### config.mk
export PLATFORM = sky130hd
export DESIGN_NAME = modbus_rtu_request_parser_unit
export DESIGN_NICKNAME = d
export VERILOG_FILES = /design/src/rtl/mrrp_pkg.sv /design/src/rtl/mrrp_frame.sv /design/src/rtl/mrrp_decode.sv /design/src/rtl/modbus_rtu_request_parser_unit.sv
export SDC_FILE = /design/constraint.sdc
export NUM_CORES = 1
export LEC_CHECK = 0
export ABC_CLOCK_PERIOD_IN_PS = 6000
export BUFFER_PORTS_ARGS = -buffer_cell sky130_fd_sc_hd__buf_2
export CAP_MARGIN = 30
export CORE_MARGIN = 2
export CORE_UTILIZATION = 35
export DETAILED_ROUTE_END_ITERATION = 7
export PLACE_DENSITY = 0.63
export SLEW_MARGIN = 20
export SYNTH_ARGS = -nofsm -noshare
export SYNTH_HDL_FRONTEND = slang
export SYNTH_SLANG_ARGS = --single-unit
### constraint.sdc
create_clock -name clock -period 6 [get_ports clock]
set_input_delay 1.2 -clock clock [delete_from_list [all_inputs] [get_ports clock]]
set_output_delay 1.2 -clock clock [all_outputs]
set_load 0.05 [all_outputs]
### src/rtl/mrrp_pkg.sv
// Package: shared types, codes and the CRC-16/MODBUS byte update for the request parser.
`default_nettype none
package mrrp_pkg;

   localparam int HDR_DEPTH = 6;

   localparam logic [15:0] CRC_INIT = 16'hFFFF;
   localparam logic [15:0] CRC_POLY = 16'hA001;

   localparam logic [7:0] FN_READ_COILS     = 8'd1;
   localparam logic [7:0] FN_READ_INPUT_REG = 8'd4;
   localparam logic [7:0] FN_WRITE_COIL     = 8'd5;
   localparam logic [7:0] FN_WRITE_REG      = 8'd6;
   localparam logic [7:0] FN_WRITE_COILS    = 8'd15;
   localparam logic [7:0] FN_WRITE_REGS     = 8'd16;

   localparam logic [7:0] MIN_PAYLOAD_SINGLE = 8'd4;
   localparam logic [7:0] MIN_PAYLOAD_MULTI  = 8'd5;

   typedef enum logic [1:0] {
      STATUS_OK        = 2'd0,
      STATUS_WRONG_SIZE = 2'd1,
      STATUS_CRC_FAIL  = 2'd2
   } status_type;

   // Frame as seen with the current (final) word included.
   typedef struct packed {
      logic                        short_frame;
      logic                        overlong;
      logic                        crc_ok;
      logic [7:0]                  payload_length;
      logic [HDR_DEPTH-1:0][7:0]   header;
   } frame_view_type;

   typedef struct packed {
      status_type  status;
      logic [7:0]  device_address;
      logic [7:0]  function_code;
      logic [15:0] reg_address;
      logic [15:0] quantity;
      logic [15:0] write_value;
      logic [7:0]  payload_length;
   } result_type;

   function automatic logic [15:0] crc_byte(input logic [15:0] crc, input logic [7:0] b);
      logic [15:0] c;
      c = crc ^ {8'h00, b};
      for (int i = 0; i < 8; i++) begin
         if (c[0]) begin
            c = (c >> 1) ^ CRC_POLY;
         end else begin
            c = c >> 1;
         end
      end
      return c;
   endfunction

endpackage
`default_nettype wire

### src/rtl/mrrp_frame.sv
// Frame tracker: running CRC, word count, overlong flag and header capture.
`default_nettype none
module mrrp_frame #(
   parameter int MAX_FRAME = 256
) (
   input  wire logic                  clock,
   input  wire logic                  reset,
   input  wire logic                  accept,
   input  wire logic [7:0]            rx_byte,
   input  wire logic                  last_byte,
   output mrrp_pkg::frame_view_type   view
);
   localparam int CNT_W = $clog2(MAX_FRAME + 1);
   localparam logic [CNT_W-1:0] MAX_CNT = CNT_W'(MAX_FRAME);

   logic [15:0]      crc_ff, crc_in;
   logic [CNT_W-1:0] count_ff, count_in;
   logic             overlong_ff, overlong_in;
   logic [mrrp_pkg::HDR_DEPTH-1:0][7:0] header_ff, header_in;
   logic [CNT_W:0]   plen_wide;

   always_comb begin
      crc_in      = mrrp_pkg::crc_byte(crc_ff, rx_byte);
      header_in   = header_ff;
      if (count_ff < CNT_W'(mrrp_pkg::HDR_DEPTH)) begin
         header_in[count_ff[2:0]] = rx_byte;
      end
      if (count_ff < MAX_CNT) begin
         count_in    = count_ff + CNT_W'(1);
         overlong_in = overlong_ff;
      end else begin
         count_in    = count_ff;
         overlong_in = 1'b1;
      end
      plen_wide = {1'b0, count_in} - (CNT_W + 1)'(4);

      view.short_frame = count_in < CNT_W'(4);
      view.overlong    = overlong_in;
      view.crc_ok      = crc_in == 16'h0000;
      view.payload_length = (plen_wide > (CNT_W + 1)'(255)) ? 8'hFF : plen_wide[7:0];
      view.header      = header_in;
   end

   always_ff @(posedge clock) begin
      if (reset) begin
         crc_ff      <= mrrp_pkg::CRC_INIT;
         count_ff    <= '0;
         overlong_ff <= 1'b0;
      end else if (accept) begin
         if (last_byte) begin
            crc_ff      <= mrrp_pkg::CRC_INIT;
            count_ff    <= '0;
            overlong_ff <= 1'b0;
         end else begin
            crc_ff      <= crc_in;
            count_ff    <= count_in;
            overlong_ff <= overlong_in;
         end
      end
   end

   always_ff @(posedge clock) begin
      if (accept) begin
         header_ff <= header_in;
      end
   end

endmodule
`default_nettype wire

### src/rtl/mrrp_decode.sv
// Request decoder: status and field extraction from a completed frame.
`default_nettype none
module mrrp_decode (
   input  wire mrrp_pkg::frame_view_type view,
   output mrrp_pkg::result_type          result
);
   logic [7:0]  fn;
   logic [15:0] addr_be;
   logic [15:0] word_be;

   always_comb begin
      fn      = view.header[1];
      addr_be = {view.header[2], view.header[3]};
      word_be = {view.header[4], view.header[5]};
      result  = '0;
      result.status = mrrp_pkg::STATUS_OK;
      if (view.short_frame || view.overlong) begin
         result.status = mrrp_pkg::STATUS_WRONG_SIZE;
      end else if (!view.crc_ok) begin
         result.status = mrrp_pkg::STATUS_CRC_FAIL;
      end else begin
         result.device_address = view.header[0];
         result.function_code  = fn;
         result.payload_length = view.payload_length;
         if (fn >= mrrp_pkg::FN_READ_COILS && fn <= mrrp_pkg::FN_READ_INPUT_REG) begin
            if (view.payload_length < mrrp_pkg::MIN_PAYLOAD_SINGLE) begin
               result.status = mrrp_pkg::STATUS_WRONG_SIZE;
            end else begin
               result.reg_address = addr_be;
               result.quantity    = word_be;
            end
         end else if (fn == mrrp_pkg::FN_WRITE_COIL || fn == mrrp_pkg::FN_WRITE_REG) begin
            if (view.payload_length < mrrp_pkg::MIN_PAYLOAD_SINGLE) begin
               result.status = mrrp_pkg::STATUS_WRONG_SIZE;
            end else begin
               result.reg_address = addr_be;
               result.quantity    = 16'd1;
               result.write_value = word_be;
            end
         end else if (fn == mrrp_pkg::FN_WRITE_COILS || fn == mrrp_pkg::FN_WRITE_REGS) begin
            if (view.payload_length < mrrp_pkg::MIN_PAYLOAD_MULTI) begin
               result.status = mrrp_pkg::STATUS_WRONG_SIZE;
            end else begin
               result.reg_address = addr_be;
               result.quantity    = word_be;
            end
         end
      end
   end

endmodule
`default_nettype wire

### src/rtl/modbus_rtu_request_parser_unit.sv
// Top level: Modbus RTU request parser with CRC check and a registered result word.
//
//   channel  direction  handshake         payload
//   req_     in         valid / stall     rx_byte[7:0], last_byte
//   rsp_     out        valid / stall     status, addresses, quantity, value, length
//
// One input word per cycle unless stalled; result registered on its final word.
// CRC update, count and header capture are done per word in the frame tracker.
// Reset clears CRC, count and the result valid; header bytes are not reset.
// req_stall is high only while a result is held and rsp_stall is high.
`default_nettype none
module modbus_rtu_request_parser_unit #(
   parameter int MAX_FRAME = 256
) (
   input  wire logic        clock,
   input  wire logic        reset,
   input  wire logic        req_valid,
   output      logic        req_stall,
   input  wire logic [7:0]  req_rx_byte,
   input  wire logic        req_last_byte,
   output      logic        rsp_valid,
   input  wire logic        rsp_stall,
   output      logic [1:0]  rsp_status,
   output      logic [7:0]  rsp_device_address,
   output      logic [7:0]  rsp_function_code,
   output      logic [15:0] rsp_reg_address,
   output      logic [15:0] rsp_quantity,
   output      logic [15:0] rsp_write_value,
   output      logic [7:0]  rsp_payload_length
);
   mrrp_pkg::frame_view_type view;
   mrrp_pkg::result_type     result_in, result_ff;
   logic                     valid_ff;
   logic                     accept;

   assign req_stall = valid_ff && rsp_stall;
   assign accept    = req_valid && !req_stall;

   mrrp_frame #(.MAX_FRAME(MAX_FRAME)) u_frame (
      .clock     (clock),
      .reset     (reset),
      .accept    (accept),
      .rx_byte   (req_rx_byte),
      .last_byte (req_last_byte),
      .view      (view)
   );

   mrrp_decode u_decode (
      .view   (view),
      .result (result_in)
   );

   always_ff @(posedge clock) begin
      if (reset) begin
         valid_ff <= 1'b0;
      end else if (accept && req_last_byte) begin
         valid_ff <= 1'b1;
      end else if (!rsp_stall) begin
         valid_ff <= 1'b0;
      end
   end

   always_ff @(posedge clock) begin
      if (accept && req_last_byte) begin
         result_ff <= result_in;
      end
   end

   assign rsp_valid          = valid_ff;
   assign rsp_status         = result_ff.status;
   assign rsp_device_address = result_ff.device_address;
   assign rsp_function_code  = result_ff.function_code;
   assign rsp_reg_address    = result_ff.reg_address;
   assign rsp_quantity       = result_ff.quantity;
   assign rsp_write_value    = result_ff.write_value;
   assign rsp_payload_length = result_ff.payload_length;

   a_rsp_from_last: assert property (@(posedge clock) disable iff (reset)
      $rose(rsp_valid) |-> $past(req_valid && !req_stall && req_last_byte))
      else $error("result raised without a final word");

   a_crc_fail_zero: assert property (@(posedge clock) disable iff (reset)
      rsp_valid && rsp_status == mrrp_pkg::STATUS_CRC_FAIL |->
      rsp_device_address == 8'd0 && rsp_function_code == 8'd0 &&
      rsp_payload_length == 8'd0 && rsp_quantity == 16'd0)
      else $error("crc failure carries nonzero fields");

   a_single_write_qty: assert property (@(posedge clock) disable iff (reset)
      rsp_valid && rsp_status == mrrp_pkg::STATUS_OK &&
      (rsp_function_code == mrrp_pkg::FN_WRITE_COIL ||
       rsp_function_code == mrrp_pkg::FN_WRITE_REG) |-> rsp_quantity == 16'd1)
      else $error("single write without quantity one");

   a_new_result_taken: assert property (@(posedge clock) disable iff (reset)
      rsp_valid && rsp_stall |-> req_stall)
      else $error("input open while result held");

endmodule
`default_nettype wire
==> impl_metrics.tcl <==
set metrics [dict create \
    nFillCells 1895 \
    p_leak_uw 0.00315 \
    drt_first_pass_iters 5 \
    die_h_microns 146 \
    cts_root_buf "clkbuf_16" \
    cts.repair.resized 0 \
    syn_area_sq_um 7060 \
    vdd_drop_max_mv 0.175 \
    syn_area_per_cell_sq_um 12.5 \
    slowest_delay_ps 610 \
    multi_input_area_sq_um 2570 \
    critPathRequiredTime_ps 6250 \
    drtAntennaViolNets 0 \
    cts_tree "yes" \
    synth_seq_area_share 0.595 \
    hold_violations 0 \
    grt_setup_unrepaired "no" \
    area_delta_synth_final_pct 16.4 \
    use_met3 0.0334 \
    busiest_layer "met2" \
    fin_skew_ps 8.49 \
    diodes 0 \
    fin_crit_ps 4660 \
    layout.nets 655 \
    vias 4661 \
    drt_first_iter_violations 402 \
    drc 0 \
    dp_cells 884 \
    grt_pass1_wl_microns 26000 \
    antenna_found_initial 0 \
    wl_microns 16100 \
    arrival_ps 4910 \
    vias_per_cell 5.09 \
    tns_ps 0 \
    fin_cells 916 \
    end_kind "flop" \
    grtUsageTotal 0.155 \
    port_buffers 88 \
    clock_sinks 149 \
    slew_headroom 0.333 \
    cap_violations 0 \
    syn_nets 583 \
    cp_common_cell "xnor2_1" \
    fin_crit_sh 0.777 \
    regArea_sq_um 4200 \
    r2r_setup_slack_ps 1460 \
    async_flop_share 0 \
    critPathSlowestCell "nor4_4" \
    rows 51 \
    worstMarginPinSlew_ps 1000 \
    grt_max_degree 63 \
    path_cells "buf_2, xnor2_1, xnor2_1, xnor2_1, xnor2_1, ha_1, xnor2_1, nand4b_1, a211o_1, nor4_4, nand2_2, buf_12, nor3b_1" \
    drive_gt1_frac 0.298 \
    crit_fanout 34 \
    clk_pin_slew_ps 60 \
    met2_usage 0.239 \
    routabilityCongestion 0.848 \
    synth_cell_types 59 \
    overflow 0 \
    yosys_most_used_dff "edfxtp_1" \
    critPathLaunchType "primary input" \
    worstSetupPathType "primary input to flop" \
    synth_seq_cells 149 \
    cts.path.max_buffers 2 \
    gr-usage-met1 0.219 \
    hold_buffers 0 \
    hold_class "flop to flop" \
    die_w_microns 146 \
    finalSetupViolCount 0 \
    report.final.slew_viol_count 0 \
    dieArea_sq_um 21300 \
    clk_latency_ps 420 \
    post_cts_buffers 0 \
    synth_warnings 0 \
    synth-edff-count 122 \
    cts_buffers 17 \
    start_util 0.359 \
    io_pins 89 \
    routedWlPerCell_microns 17.6 \
    core_area_sq_um 19700 \
    status "completed" \
    syn_inst 566 \
    p_per_area_nw_per_um2 299 \
    fmax_ghz 0.215 \
    grt_pass1_vias 4676 \
    post-dp-hpwl_microns 10800 \
    htreeDepth 4 \
]
-- cells by family after synthesis --
kind of cell               after synthesis  synth area share
AOI/OAI and AO/OA                       67            0.0659
xor gates and xnor gates                31            0.0404
DFF                                    149             0.595
buffers and inverters                   64            0.0413
muxes                                   51            0.0788
adders and majority gates                4           0.00709
and+or+nand+nor                        200             0.171
-- cells in the final DEF (no fill, tap or decap), drive strengths merged, types with 16 or more instances in the layout --
cell	Yosys	layout
a21oi	25	25
buf	23	93
clkbuf	17	18
dfxtp	27	27
edfxtp	122	122
inv	24	28
mux2	34	34
mux2i	17	17
nand2	40	40
nor2	37	37
nor3	30	30
nor3b	16	16
xnor2	24	24
-- path summary, 6_finish.rpt --
kind | from | endpoint | cells past startpoint
min reg2reg | u_frame.crc_ff[6] | u_frame.crc_ff[6] | 2
max reg2reg | u_frame.count_ff[0] | rsp_quantity[2] | 12
min | u_frame.crc_ff[6] | u_frame.crc_ff[6] | 2
max | req_rx_byte[5] | rsp_reg_address[3] | 13
-- synth_stat cells (6+ instances only) --
| cell | number | area share |
|---|---|---|
| and3_1 | 10 | 0.0089 |
| dfxtp_1 | 27 | 0.077 |
| mux2_2 | 32 | 0.051 |
| o21ai_0 | 11 | 0.0078 |
| clkbuf_1 | 17 | 0.0090 |
| nand4_1 | 6 | 0.0053 |
| nand2_1 | 40 | 0.021 |
| mux2i_1 | 17 | 0.024 |
| buf_2 | 17 | 0.012 |
| nor3b_2 | 10 | 0.018 |
| xnor2_1 | 24 | 0.030 |
| nor3b_1 | 6 | 0.0064 |
| nor3_2 | 11 | 0.016 |
| inv_1 | 24 | 0.013 |
| a21oi_1 | 23 | 0.016 |
| nor3_1 | 19 | 0.013 |
| o211ai_1 | 11 | 0.012 |
| nor4_1 | 7 | 0.0062 |
| nor2b_1 | 11 | 0.0097 |
| nand3_1 | 15 | 0.011 |
| xor2_1 | 6 | 0.0074 |
| edfxtp_1 | 122 | 0.52 |
| nor2_1 | 37 | 0.020 |
-- sequential cells by signal (all words and copies together), names as in the netlist --
signal	count
u_frame.header_ff	48
rsp_quantity	16
rsp_reg_address	16
rsp_write_value	16
u_frame.crc_ff	16
u_frame.count_ff	9
rsp_device_address	8
rsp_function_code	8
rsp_payload_length	8
rsp_status	2
rsp_valid	1
u_frame.overlong_ff	1
-- worst max-delay path: cells and delay by family --
kind,cells,cell delay [ps]
and+or+nand+nor,4,1380
adders and majority gates,1,310
AOI/OAI and AO/OA,1,280
buffers and inverters,2,470
xor gates and xnor gates,5,1260
-- final cells by class --
cell class | instances | share of cell area
Clock buffer | 18 | 0.0522
Clock inverter | 14 | 0.0123
Inverter | 24 | 0.0110
Multi-Input combinational cell | 353 | 0.313
Sequential cell | 149 | 0.511
Tap cell | 265 | 0.0403
Timing Repair Buffer | 93 | 0.0597
-- per-layer routing --
layer / vias up / wire length (microns)
li1: 2232 / -
met1: 2273 / 7660
met2: 139 / 7500
met3: 17 / 741
met4: 0 / 212
met5: - / 0
-- through the flow --
stage	power [uW]	cell area, sq um	hold WS [ps]	util	setup WS (ps)
after floorplan	1460	7060	454	-	1950
after global placement	1510	7680	474	0.391	1220
after detailed placement	1530	7690	478	0.391	945
after CTS	2480	8220	492	0.418	1350
after global routing	2540	8220	521	0.418	978
final	2460	8220	489	0.418	1340
-- power breakdown --
group	switching, uW	leakage [uW]	internal, uW
clock network	423	0.000249	530
logic	209	0.00150	95.2
registers	24.6	0.00139	1180
Note: power is estimated with default switching activity, not from simulation.
